<file path="config.mk">
export PLATFORM = sky130hd
export DESIGN_NAME = parent_array_tree_query_flat
export DESIGN_NICKNAME = d
export VERILOG_FILES = /design/src/hdl/ptq_pkg.sv /design/src/hdl/ptq_if.sv /design/src/hdl/ptq_mem.sv /design/src/hdl/ptq_seq.sv /design/src/hdl/parent_array_tree_query.sv /design/src/flat_wrapper.sv
export SDC_FILE = /design/constraint.sdc
export NUM_CORES = 1
export LEC_CHECK = 0
export ABC_CLOCK_PERIOD_IN_PS = 8100
export BUFFER_PORTS_ARGS = -buffer_cell sky130_fd_sc_hd__buf_2
export CAP_MARGIN = 30
export CORE_MARGIN = 2
export CORE_UTILIZATION = 40
export CTS_CLUSTER_DIAMETER = 30
export DETAILED_ROUTE_END_ITERATION = 8
export GPL_TIMING_DRIVEN = 0
export MAX_ROUTING_LAYER = met4
export PLACE_DENSITY_LB_ADDON = 0.3
export SLEW_MARGIN = 20
export SYNTH_ARGS = -nofsm -noshare
export SYNTH_HDL_FRONTEND = slang
export SYNTH_SLANG_ARGS = --single-unit
</file>
<file path="constraint.sdc">
create_clock -name clk -period 8.1 [get_ports clk]
set_input_delay 1.62 -clock clk [delete_from_list [all_inputs] [get_ports clk]]
set_output_delay 1.62 -clock clk [all_outputs]
set_load 0.005 [all_outputs]
</file>
<file path="src/hdl/ptq_pkg.sv">
// shared types and constants for the parent array tree query block
package ptq_pkg;

    localparam int MAX_NODES_DEF = 64;
    localparam int INDEX_CAP     = 64;
    localparam int VAL_W         = 7;
    localparam int IDX_W         = 6;
    localparam int CMD_W         = 3;

    // parent value that marks a root
    localparam logic [VAL_W-1:0] ROOT_MARK = 7'h7F;
    localparam logic [VAL_W-1:0] COUNT_RESET = 7'd64;

    typedef enum logic [CMD_W-1:0] {
        CMD_WRITE    = 3'd0,
        CMD_LEVEL    = 3'd1,
        CMD_LCA      = 3'd2,
        CMD_CHILDREN = 3'd3,
        CMD_SIBLINGS = 3'd4,
        CMD_AT_LEVEL = 3'd5,
        CMD_HEIGHT   = 3'd6,
        CMD_ROOT     = 3'd7
    } cmd_t;

    typedef struct packed {
        logic [VAL_W-1:0] answer;
        logic             last;
        logic             empty_res;
        logic             fault;
    } result_t;

endpackage

</file>
<file path="src/hdl/ptq_if.sv">
// request and result channel interfaces
interface ptq_req_if;
    logic               valid;
    logic               ready;
    logic [2:0]         cmd;
    logic [5:0]         node;
    logic [5:0]         other_node;
    logic signed [6:0]  parent_node;
    logic [6:0]         wanted_level;

    modport source (output valid, cmd, node, other_node, parent_node, wanted_level,
                    input ready);
    modport sink   (input valid, cmd, node, other_node, parent_node, wanted_level,
                    output ready);
endinterface

interface ptq_rsp_if;
    logic       valid;
    logic       ready;
    logic [6:0] answer;
    logic       last;
    logic       empty_res;
    logic       fault;

    modport source (output valid, answer, last, empty_res, fault, input ready);
    modport sink   (input valid, answer, last, empty_res, fault, output ready);
endinterface

</file>
<file path="src/hdl/ptq_mem.sv">
// parent table memory, one write and one read port, registered read
module ptq_mem #(
    parameter int DEPTH = ptq_pkg::MAX_NODES_DEF,
    parameter int AW    = $clog2(DEPTH)
) (
    input  logic                    clk,
    input  logic                    we,
    input  logic [AW-1:0]           waddr,
    input  logic [ptq_pkg::VAL_W-1:0] wdata,
    input  logic                    re,
    input  logic [AW-1:0]           raddr,
    output logic [ptq_pkg::VAL_W-1:0] rdata
);
    import ptq_pkg::*;

    logic [VAL_W-1:0] mem [DEPTH];

    always_ff @(posedge clk)
    begin
        if (we)
        begin
            mem[waddr] <= wdata;
        end
    end

    always_ff @(posedge clk)
    begin
        if (re)
        begin
            rdata <= mem[raddr];
        end
    end

endmodule

</file>
<file path="src/hdl/ptq_seq.sv">
// command sequencer: chain walks, table scans and result emission
module ptq_seq #(
    parameter int DEPTH = ptq_pkg::MAX_NODES_DEF,
    parameter int AW    = $clog2(DEPTH)
) (
    input  logic                      clk,
    input  logic                      rst_n,
    ptq_req_if.sink                   req,
    input  logic [ptq_pkg::VAL_W-1:0] n_eff,
    output logic                      mem_we,
    output logic [AW-1:0]             mem_waddr,
    output logic [ptq_pkg::VAL_W-1:0] mem_wdata,
    output logic                      mem_re,
    output logic [AW-1:0]             mem_raddr,
    input  logic [ptq_pkg::VAL_W-1:0] mem_rdata,
    output logic                      emit_valid,
    output ptq_pkg::result_t          emit_data,
    input  logic                      emit_ok
);
    import ptq_pkg::*;

    typedef enum logic [3:0] {
        S_IDLE, S_WRD, S_WCHK, S_SCRD, S_SCCHK, S_SIBRD, S_SIBGET,
        S_CTOP, S_CA, S_CB, S_CAB1, S_CAB2, S_ADV, S_EMIT
    } state_t;

    state_t           state_reg, ret_reg;
    cmd_t             cmd_reg;
    logic [IDX_W-1:0] node_reg, other_reg;
    logic [VAL_W-1:0] want_reg, n_reg;
    logic [AW-1:0]    cur_reg, a_reg, b_reg;
    logic [VAL_W-1:0] d_reg, steps_reg, i_reg, da_reg, db_reg, best_reg, pn_reg;
    logic [VAL_W-1:0] hit_idx_reg;
    logic             found_reg, hit_v_reg, pass2_reg, lcab_reg;
    result_t          em_reg;

    logic             accept;
    logic             bad_a, bad_b;
    logic [VAL_W-1:0] i_inc;
    logic             scan_hit;

    assign req.ready  = (state_reg == S_IDLE);
    assign accept     = req.valid && req.ready;
    assign bad_a      = {1'b0, req.node} >= n_eff;
    assign bad_b      = {1'b0, req.other_node} >= n_eff;
    assign i_inc      = i_reg + 7'd1;
    assign emit_valid = (state_reg == S_EMIT);
    assign emit_data  = em_reg;

    assign mem_we    = accept && (cmd_t'(req.cmd) == CMD_WRITE) && !bad_a;
    assign mem_waddr = AW'(req.node);
    assign mem_wdata = req.parent_node;

    always_comb
    begin
        if (cmd_reg == CMD_CHILDREN)
        begin
            scan_hit = (mem_rdata == {1'b0, node_reg});
        end
        else
        begin
            scan_hit = (i_reg != {1'b0, node_reg}) && (mem_rdata == pn_reg);
        end
    end

    // read port steering
    always_comb
    begin
        mem_re    = 1'b0;
        mem_raddr = cur_reg;
        unique case (state_reg)
            S_WRD:
            begin
                mem_re = 1'b1;
            end
            S_SCRD:
            begin
                mem_re    = 1'b1;
                mem_raddr = i_reg[AW-1:0];
            end
            S_SIBRD:
            begin
                mem_re    = 1'b1;
                mem_raddr = AW'(node_reg);
            end
            S_CTOP:
            begin
                mem_re    = 1'b1;
                mem_raddr = (db_reg > da_reg) ? b_reg : a_reg;
            end
            S_CAB1:
            begin
                mem_re    = 1'b1;
                mem_raddr = b_reg;
            end
            default:
            begin
                mem_re = 1'b0;
            end
        endcase
    end

    always_ff @(posedge clk or negedge rst_n)
    begin
        if (!rst_n)
        begin
            state_reg   <= S_IDLE;
            ret_reg     <= S_IDLE;
            cmd_reg     <= CMD_WRITE;
            node_reg    <= '0;
            other_reg   <= '0;
            want_reg    <= '0;
            n_reg       <= '0;
            cur_reg     <= '0;
            a_reg       <= '0;
            b_reg       <= '0;
            d_reg       <= '0;
            steps_reg   <= '0;
            i_reg       <= '0;
            da_reg      <= '0;
            db_reg      <= '0;
            best_reg    <= '0;
            pn_reg      <= '0;
            hit_idx_reg <= '0;
            found_reg   <= 1'b0;
            hit_v_reg   <= 1'b0;
            pass2_reg   <= 1'b0;
            lcab_reg    <= 1'b0;
            em_reg      <= '0;
        end
        else
        begin
            unique case (state_reg)
                S_IDLE:
                begin
                    if (accept)
                    begin
                        cmd_reg   <= cmd_t'(req.cmd);
                        node_reg  <= req.node;
                        other_reg <= req.other_node;
                        want_reg  <= req.wanted_level;
                        n_reg     <= n_eff;
                        hit_v_reg <= 1'b0;
                        pass2_reg <= 1'b0;
                        lcab_reg  <= 1'b0;
                        found_reg <= 1'b0;
                        i_reg     <= '0;
                        d_reg     <= 7'd1;
                        steps_reg <= '0;
                        ret_reg   <= S_IDLE;
                        em_reg    <= '{answer: '0, last: 1'b1, empty_res: 1'b0, fault: 1'b1};
                        unique case (cmd_t'(req.cmd))
                            CMD_WRITE:
                            begin
                                em_reg.fault <= bad_a;
                                state_reg    <= S_EMIT;
                            end
                            CMD_LEVEL:
                            begin
                                cur_reg   <= AW'(req.node);
                                state_reg <= bad_a ? S_EMIT : S_WRD;
                            end
                            CMD_LCA:
                            begin
                                cur_reg   <= AW'(req.node);
                                state_reg <= (bad_a || bad_b) ? S_EMIT : S_WRD;
                            end
                            CMD_CHILDREN:
                            begin
                                state_reg <= bad_a ? S_EMIT : S_SCRD;
                            end
                            CMD_SIBLINGS:
                            begin
                                state_reg <= bad_a ? S_EMIT : S_SIBRD;
                            end
                            CMD_AT_LEVEL:
                            begin
                                cur_reg   <= '0;
                                state_reg <= S_WRD;
                            end
                            CMD_HEIGHT:
                            begin
                                cur_reg   <= '0;
                                best_reg  <= 7'd1;
                                state_reg <= S_WRD;
                            end
                            CMD_ROOT:
                            begin
                                best_reg  <= '0;
                                state_reg <= S_SCRD;
                            end
                        endcase
                    end
                end
                S_WRD:
                begin
                    if (steps_reg == n_reg)
                    begin
                        em_reg    <= '{answer: '0, last: 1'b1, empty_res: 1'b0, fault: 1'b1};
                        ret_reg   <= S_IDLE;
                        state_reg <= S_EMIT;
                    end
                    else
                    begin
                        state_reg <= S_WCHK;
                    end
                end
                S_WCHK:
                begin
                    if (mem_rdata == ROOT_MARK)
                    begin
                        // walk done, level in d_reg
                        unique case (cmd_reg)
                            CMD_LEVEL:
                            begin
                                em_reg    <= '{answer: d_reg, last: 1'b1, empty_res: 1'b0,
                                               fault: 1'b0};
                                ret_reg   <= S_IDLE;
                                state_reg <= S_EMIT;
                            end
                            CMD_LCA:
                            begin
                                if (!lcab_reg)
                                begin
                                    da_reg    <= d_reg;
                                    lcab_reg  <= 1'b1;
                                    cur_reg   <= AW'(other_reg);
                                    d_reg     <= 7'd1;
                                    steps_reg <= '0;
                                    state_reg <= S_WRD;
                                end
                                else
                                begin
                                    db_reg    <= d_reg;
                                    a_reg     <= AW'(node_reg);
                                    b_reg     <= AW'(other_reg);
                                    state_reg <= S_CTOP;
                                end
                            end
                            CMD_HEIGHT:
                            begin
                                if (d_reg > best_reg)
                                begin
                                    best_reg <= d_reg;
                                end
                                state_reg <= S_ADV;
                            end
                            default:
                            begin
                                // nodes at level: first pass only checks chains
                                if (pass2_reg && (d_reg == want_reg))
                                begin
                                    hit_v_reg   <= 1'b1;
                                    hit_idx_reg <= i_reg;
                                    if (hit_v_reg)
                                    begin
                                        em_reg    <= '{answer: hit_idx_reg, last: 1'b0,
                                                       empty_res: 1'b0, fault: 1'b0};
                                        ret_reg   <= S_ADV;
                                        state_reg <= S_EMIT;
                                    end
                                    else
                                    begin
                                        state_reg <= S_ADV;
                                    end
                                end
                                else
                                begin
                                    state_reg <= S_ADV;
                                end
                            end
                        endcase
                    end
                    else if (mem_rdata[VAL_W-1] || (mem_rdata >= n_reg))
                    begin
                        em_reg    <= '{answer: '0, last: 1'b1, empty_res: 1'b0, fault: 1'b1};
                        ret_reg   <= S_IDLE;
                        state_reg <= S_EMIT;
                    end
                    else
                    begin
                        cur_reg   <= mem_rdata[AW-1:0];
                        d_reg     <= d_reg + 7'd1;
                        steps_reg <= steps_reg + 7'd1;
                        state_reg <= S_WRD;
                    end
                end
                S_SIBRD:
                begin
                    state_reg <= S_SIBGET;
                end
                S_SIBGET:
                begin
                    pn_reg    <= mem_rdata;
                    state_reg <= S_SCRD;
                end
                S_SCRD:
                begin
                    state_reg <= S_SCCHK;
                end
                S_SCCHK:
                begin
                    if (cmd_reg == CMD_ROOT)
                    begin
                        if (mem_rdata == ROOT_MARK)
                        begin
                            best_reg  <= i_reg;
                            found_reg <= 1'b1;
                        end
                        state_reg <= S_ADV;
                    end
                    else if (scan_hit)
                    begin
                        hit_v_reg   <= 1'b1;
                        hit_idx_reg <= i_reg;
                        if (hit_v_reg)
                        begin
                            em_reg    <= '{answer: hit_idx_reg, last: 1'b0, empty_res: 1'b0,
                                           fault: 1'b0};
                            ret_reg   <= S_ADV;
                            state_reg <= S_EMIT;
                        end
                        else
                        begin
                            state_reg <= S_ADV;
                        end
                    end
                    else
                    begin
                        state_reg <= S_ADV;
                    end
                end
                S_ADV:
                begin
                    ret_reg <= S_IDLE;
                    if (i_inc == n_reg)
                    begin
                        if (cmd_reg == CMD_HEIGHT)
                        begin
                            em_reg    <= '{answer: best_reg, last: 1'b1, empty_res: 1'b0,
                                           fault: 1'b0};
                            state_reg <= S_EMIT;
                        end
                        else if (cmd_reg == CMD_ROOT)
                        begin
                            em_reg    <= '{answer: found_reg ? best_reg : '0, last: 1'b1,
                                           empty_res: 1'b0, fault: !found_reg};
                            state_reg <= S_EMIT;
                        end
                        else if ((cmd_reg == CMD_AT_LEVEL) && !pass2_reg)
                        begin
                            pass2_reg <= 1'b1;
                            i_reg     <= '0;
                            cur_reg   <= '0;
                            d_reg     <= 7'd1;
                            steps_reg <= '0;
                            state_reg <= S_WRD;
                        end
                        else
                        begin
                            em_reg    <= '{answer: hit_v_reg ? hit_idx_reg : '0, last: 1'b1,
                                           empty_res: !hit_v_reg, fault: 1'b0};
                            state_reg <= S_EMIT;
                        end
                    end
                    else
                    begin
                        i_reg <= i_inc;
                        if ((cmd_reg == CMD_AT_LEVEL) || (cmd_reg == CMD_HEIGHT))
                        begin
                            cur_reg   <= i_inc[AW-1:0];
                            d_reg     <= 7'd1;
                            steps_reg <= '0;
                            state_reg <= S_WRD;
                        end
                        else
                        begin
                            state_reg <= S_SCRD;
                        end
                    end
                end
                S_CTOP:
                begin
                    ret_reg <= S_IDLE;
                    if (da_reg > db_reg)
                    begin
                        state_reg <= S_CA;
                    end
                    else if (db_reg > da_reg)
                    begin
                        state_reg <= S_CB;
                    end
                    else if (a_reg == b_reg)
                    begin
                        em_reg    <= '{answer: VAL_W'(a_reg), last: 1'b1, empty_res: 1'b0,
                                       fault: 1'b0};
                        state_reg <= S_EMIT;
                    end
                    else if (da_reg <= 7'd1)
                    begin
                        em_reg    <= '{answer: '0, last: 1'b1, empty_res: 1'b0, fault: 1'b1};
                        state_reg <= S_EMIT;
                    end
                    else
                    begin
                        state_reg <= S_CAB1;
                    end
                end
                S_CA:
                begin
                    a_reg     <= mem_rdata[AW-1:0];
                    da_reg    <= da_reg - 7'd1;
                    state_reg <= S_CTOP;
                end
                S_CB:
                begin
                    b_reg     <= mem_rdata[AW-1:0];
                    db_reg    <= db_reg - 7'd1;
                    state_reg <= S_CTOP;
                end
                S_CAB1:
                begin
                    a_reg     <= mem_rdata[AW-1:0];
                    state_reg <= S_CAB2;
                end
                S_CAB2:
                begin
                    b_reg     <= mem_rdata[AW-1:0];
                    da_reg    <= da_reg - 7'd1;
                    db_reg    <= db_reg - 7'd1;
                    state_reg <= S_CTOP;
                end
                S_EMIT:
                begin
                    if (emit_ok)
                    begin
                        state_reg <= ret_reg;
                    end
                end
                default:
                begin
                    state_reg <= S_IDLE;
                end
            endcase
        end
    end

endmodule

</file>
<file path="src/hdl/parent_array_tree_query.sv">
// parent array tree query: one request at a time
// height and nodes at level walk the chain from every node
// the next request is taken once the last result of the current one sits in the output register
// reset: asynchronous, active low; node count returns to 64, the parent table is not cleared
module parent_array_tree_query #(
    parameter int MAX_NODES = ptq_pkg::MAX_NODES_DEF
) (
    input  logic                      clk,
    input  logic                      rst_n,
    input  logic                      cfg_we,
    input  logic [ptq_pkg::VAL_W-1:0] cfg_wdata,
    ptq_req_if.sink                   req,
    ptq_rsp_if.source                 rsp
);
    import ptq_pkg::*;

    // indices are six bits wide, so the table never needs more than 64 entries
    localparam int DEPTH = (MAX_NODES < INDEX_CAP) ? MAX_NODES : INDEX_CAP;
    localparam int AW    = (DEPTH > 1) ? $clog2(DEPTH) : 1;

    logic [VAL_W-1:0] node_count_reg;
    logic [VAL_W-1:0] n_clip, n_eff;

    logic             mem_we, mem_re;
    logic [AW-1:0]    mem_waddr, mem_raddr;
    logic [VAL_W-1:0] mem_wdata, mem_rdata;

    logic             emit_valid, emit_ok;
    result_t          emit_data;

    logic             out_valid_reg;
    result_t          out_data_reg;

    // node count register, to be written only while the block is idle; the block itself does not enforce this
    always_ff @(posedge clk or negedge rst_n)
    begin
        if (!rst_n)
        begin
            node_count_reg <= COUNT_RESET;
        end
        else if (cfg_we)
        begin
            node_count_reg <= cfg_wdata;
        end
    end

    // effective count limited to 1..DEPTH
    assign n_clip = (node_count_reg > VAL_W'(DEPTH)) ? VAL_W'(DEPTH) : node_count_reg;
    assign n_eff  = (n_clip == '0) ? 7'd1 : n_clip;

    ptq_mem #(
        .DEPTH (DEPTH),
        .AW    (AW)
    ) u_mem (
        .clk   (clk),
        .we    (mem_we),
        .waddr (mem_waddr),
        .wdata (mem_wdata),
        .re    (mem_re),
        .raddr (mem_raddr),
        .rdata (mem_rdata)
    );

    // the sequencer never writes and reads in the same cycle, so no forwarding is needed
    ptq_seq #(
        .DEPTH (DEPTH),
        .AW    (AW)
    ) u_seq (
        .clk        (clk),
        .rst_n      (rst_n),
        .req        (req),
        .n_eff      (n_eff),
        .mem_we     (mem_we),
        .mem_waddr  (mem_waddr),
        .mem_wdata  (mem_wdata),
        .mem_re     (mem_re),
        .mem_raddr  (mem_raddr),
        .mem_rdata  (mem_rdata),
        .emit_valid (emit_valid),
        .emit_data  (emit_data),
        .emit_ok    (emit_ok)
    );

    // output register: the sequencer moves on as soon as its result is loaded
    assign emit_ok = !out_valid_reg || rsp.ready;

    always_ff @(posedge clk or negedge rst_n)
    begin
        if (!rst_n)
        begin
            out_valid_reg <= 1'b0;
            out_data_reg  <= '0;
        end
        else if (emit_valid && emit_ok)
        begin
            out_valid_reg <= 1'b1;
            out_data_reg  <= emit_data;
        end
        else if (rsp.ready)
        begin
            out_valid_reg <= 1'b0;
        end
    end

    assign rsp.valid     = out_valid_reg;
    assign rsp.answer    = out_data_reg.answer;
    assign rsp.last      = out_data_reg.last;
    assign rsp.empty_res = out_data_reg.empty_res;
    assign rsp.fault     = out_data_reg.fault;

endmodule

</file>
<file path="src/flat_wrapper.sv">
// flat-port wrapper written by rule: the top's interface ports become plain ports
module parent_array_tree_query_flat import ptq_pkg::*;
#(
    parameter int MAX_NODES = ptq_pkg::MAX_NODES_DEF
)
  (clk, rst_n, cfg_we, cfg_wdata, req_valid, req_cmd, req_node, req_other_node, req_parent_node, req_wanted_level, req_ready, rsp_valid, rsp_answer, rsp_last, rsp_empty_res, rsp_fault, rsp_ready);
  ptq_req_if req_i ();
  ptq_rsp_if rsp_i ();
  input  logic clk;
  input  logic rst_n;
  input  logic cfg_we;
  input  logic [ptq_pkg::VAL_W-1:0] cfg_wdata;
  input wire logic [$bits(req_i.valid)-1:0] req_valid;
  input wire logic [$bits(req_i.cmd)-1:0] req_cmd;
  input wire logic [$bits(req_i.node)-1:0] req_node;
  input wire logic [$bits(req_i.other_node)-1:0] req_other_node;
  input wire logic [$bits(req_i.parent_node)-1:0] req_parent_node;
  input wire logic [$bits(req_i.wanted_level)-1:0] req_wanted_level;
  output wire logic [$bits(req_i.ready)-1:0] req_ready;
  output wire logic [$bits(rsp_i.valid)-1:0] rsp_valid;
  output wire logic [$bits(rsp_i.answer)-1:0] rsp_answer;
  output wire logic [$bits(rsp_i.last)-1:0] rsp_last;
  output wire logic [$bits(rsp_i.empty_res)-1:0] rsp_empty_res;
  output wire logic [$bits(rsp_i.fault)-1:0] rsp_fault;
  input wire logic [$bits(rsp_i.ready)-1:0] rsp_ready;
  assign req_i.valid = req_valid;
  assign req_i.cmd = req_cmd;
  assign req_i.node = req_node;
  assign req_i.other_node = req_other_node;
  assign req_i.parent_node = req_parent_node;
  assign req_i.wanted_level = req_wanted_level;
  assign req_ready = req_i.ready;
  assign rsp_valid = rsp_i.valid;
  assign rsp_answer = rsp_i.answer;
  assign rsp_last = rsp_i.last;
  assign rsp_empty_res = rsp_i.empty_res;
  assign rsp_fault = rsp_i.fault;
  assign rsp_i.ready = rsp_ready;
  parent_array_tree_query #(.MAX_NODES(MAX_NODES)) u_core (.clk(clk), .rst_n(rst_n), .cfg_we(cfg_we), .cfg_wdata(cfg_wdata), .req(req_i), .rsp(rsp_i));
endmodule
</file>
==> reports/summary.txt <==
Max Transition Viols Final: 0
Syn Area/Cell: 11.8 sq um
fraction of registers with async set/reset: 0.239
vias in the first global route: 19800
CTS tree: done
DRC: 0
nets: 2589
P_leak: 12.6 nW
clock latency on the worst-skew pair: 0.68 ns
WL met3: 5610 microns
CP Max Fanout: 8
Non-Filler Instances: 3492
final hold violation count: 0
clock skew: 0.0607 ns
DR WL met2: 39400 microns
first-pass GRT wire length: 124000 microns
final period utilization: 0.662
Top Layer Used: met4
TNS Setup: 0 ns
Synth Register Bits: 598
status: finished, final reports clean
largest net degree at the start of global routing: 86
R2R cell count: 12
post-synth top area cell: edfxtp_1
routed vias: 19900
Unique masters post-synth: 89
initial antenna violation count: 0
Worst-Margin Slew: 1.08 ns
Initial Util: 0.403
Synth-to-Final Area Change: 20.8%
Reg with most FFs: u_core.u_mem.mem
Setup Buffers After CTS: 0
hold path start: u_core.u_seq.ret_reg[0]$_DFFE_PN0P_
die area: 70900 sq um
final setup vio count: 0
wl on met1: 34400 microns
Worst EP required: 8.36 ns
CTS resizes: 0
Rel. slew slack: 0.282
Via density: 5.69
max FFs per register: 448
Longest Clk Path Bufs: 3
Cells after Synth: 2335
max_cap viols: 0
H-tree depth: 3
Pwr Density: 456 nW/um^2
Clock Sinks: 598
Starting DRT DRC Count: 2189
Worst Hold End: u_core.u_seq.ret_reg[0]$_DFFE_PN0P_
yosys warns: 0
port bufs: 48
Critical Path Sink Type: flip-flop
Worst setup SP type: input pin
Chip Width: 266 microns
All-Layer GR Usage: 0.240
DP HPWL: 56100 microns
Area after DPL: 29000 sq um
Row Count: 96
TritonRoute pass-1 iters: 9
clk slew on worst S/H paths: 0.05 ns
grt ovf: 0
Synth Flop Type: edfxtp_1
number of fill cells: 6034
Worst VDD drop: 0.304 mV
GPL Wtd Cong: 0.982
most frequent cells after synthesis: 455 x edfxtp_1, 435 x nand2_1, 193 x nand3_1, 142 x dfrtp_1, 141 x nor2_1
TritonCTS Buffers: 117
share of cells above drive strength 1: 0.153
IO Pins: 53
number of synthesized flops with an enable pin: 455
n_diodes: 0
final worst path period need: 5.36 ns
Final Cell Area: 33200 sq um
post-synthesis sequential area ratio: 0.627
Die Height: 266 microns
Critical Path AT: 5.62 ns
core area: 68300 sq um
Post-CTS Hold Buffers: 0
Synth top area share: 0.497
Hold Path Cell Cnt: 1
hold_ws: 0.500 ns
register-to-register setup slack: 3.01 ns
routed length per instance: 23.7 microns
RSZ-0062 raised after global routing: no
Mapped Nets: 2415
Post-Route WL: 82800 microns
Placed Cells: 3272
kind of critical path: input pin to flip-flop
final antenna-violating net count: 0
r2r endpoint: u_core.u_mem.mem[8][6]$_DFFE_PP_
top post-synthesis cells by area: edfxtp_1 50%, dfrtp_1 13%, nand2_1 5.9%, nand3_1 3.5%, mux2i_1 3.5%
clock root cell: clkbuf_16
Max Clock Freq: 187 MHz
Post-Synthesis Cell Area: 27500 sq um
worst r2r src: u_core.node_count_reg[6]$_DFFE_PN1P_
hold crit path type: flip-flop to flip-flop
top-count cell post-synth: edfxtp_1
[per-stage QoR]
step | util | setup slack, ns | power [W]
after floorplan | - | 3.63 | 0.00786
after global placement | 0.422 | 1.65 | 0.00984
after detailed placement | 0.424 | 2.21 | 0.00995
after CTS | 0.486 | 2.89 | 0.0151
after global routing | 0.486 | 2.70 | 0.0158
final | 0.486 | 2.74 | 0.0152
[power by group]
group | internal (W) | total (W) | switching (W)
clock | 0.00344 | 0.00513 | 0.00169
combinational | 0.00208 | 0.00610 | 0.00402
sequential | 0.00360 | 0.00392 | 0.000327
total | 0.00911 | 0.0152 | 0.00604
[critical path, stage by stage]
cell	delay, ns
buf_2	0.20
inv_1	0.16
ha_1	0.31
nand2b_1	0.15
a21o_1	0.19
a21o_1	0.18
a21oi_1	0.13
nor2b_1	0.06
o31ai_1	0.71
and3b_1	0.35
nand3_1	0.73
nor2_1	0.83
[cell type report]
class                   instances  area (sq um)  area share
plain buffers                 141           728      0.0219
multi-input cells            1548          9370       0.282
clock inverters                93          1290      0.0387
inverters                      48           180     0.00542
flip-flops and latches        598         17200       0.519
repair buffers                 55           363      0.0109
clock buffers                 127          2980      0.0895
well taps                     882          1100      0.0332
[cell usage in the layout (no fill, tap or decap), types with 71 or more instances in the layout]
cell / n
dfrtp_1: 142
edfxtp_1: 455
nor2_1: 141
clkbuf_16: 117
buf_2: 95
o21ai_0: 71
a21oi_1: 101
mux2i_1: 96
nand2_1: 435
nand3_1: 193
[logic make-up (layout without fill, tap and decap cells)]
group	Yosys count	in the layout	synth area share
XOR/XNOR	61	61	0.0214
adder cells (fa/ha/maj)	39	39	0.0177
AO/OA/AOI/OAI	399	399	0.101
AND/OR/NAND/NOR	915	915	0.150
multiplexers	134	134	0.0505
buffers and inverters	189	464	0.0330
flip-flops	598	598	0.627
[metal layers]
metal | vias to the layer above | global-route usage
li1 | 8969 | -
met1 | 9854 | 0.306
met2 | 851 | 0.385
met3 | 198 | 0.0358
met4 | 0 | 0.0988
met5 | - | -
[how the worst max path moves through the flow]
stage,start,to,slack [ns],cells after the start
6_report,req_node[0],u_core.u_mem.mem[8][6]$_DFFE_PP_,2.74,12
5_1_grt,req_node[0],u_core.u_mem.mem[36][1]$_DFFE_PP_,2.70,12
4_1_cts,req_node[0],u_core.u_mem.mem[8][6]$_DFFE_PP_,2.89,12
3_5_place_dp,req_node[0],u_core.u_mem.mem[32][2]$_DFFE_PP_,2.21,12
3_3_place_gp,req_node[0],u_core.u_mem.mem[59][1]$_DFFE_PP_,1.65,12
2_1_floorplan,req_node[0],u_core.u_mem.mem[31][0]$_DFFE_PP_,3.63,12
(Power assumes the default switching activity.)
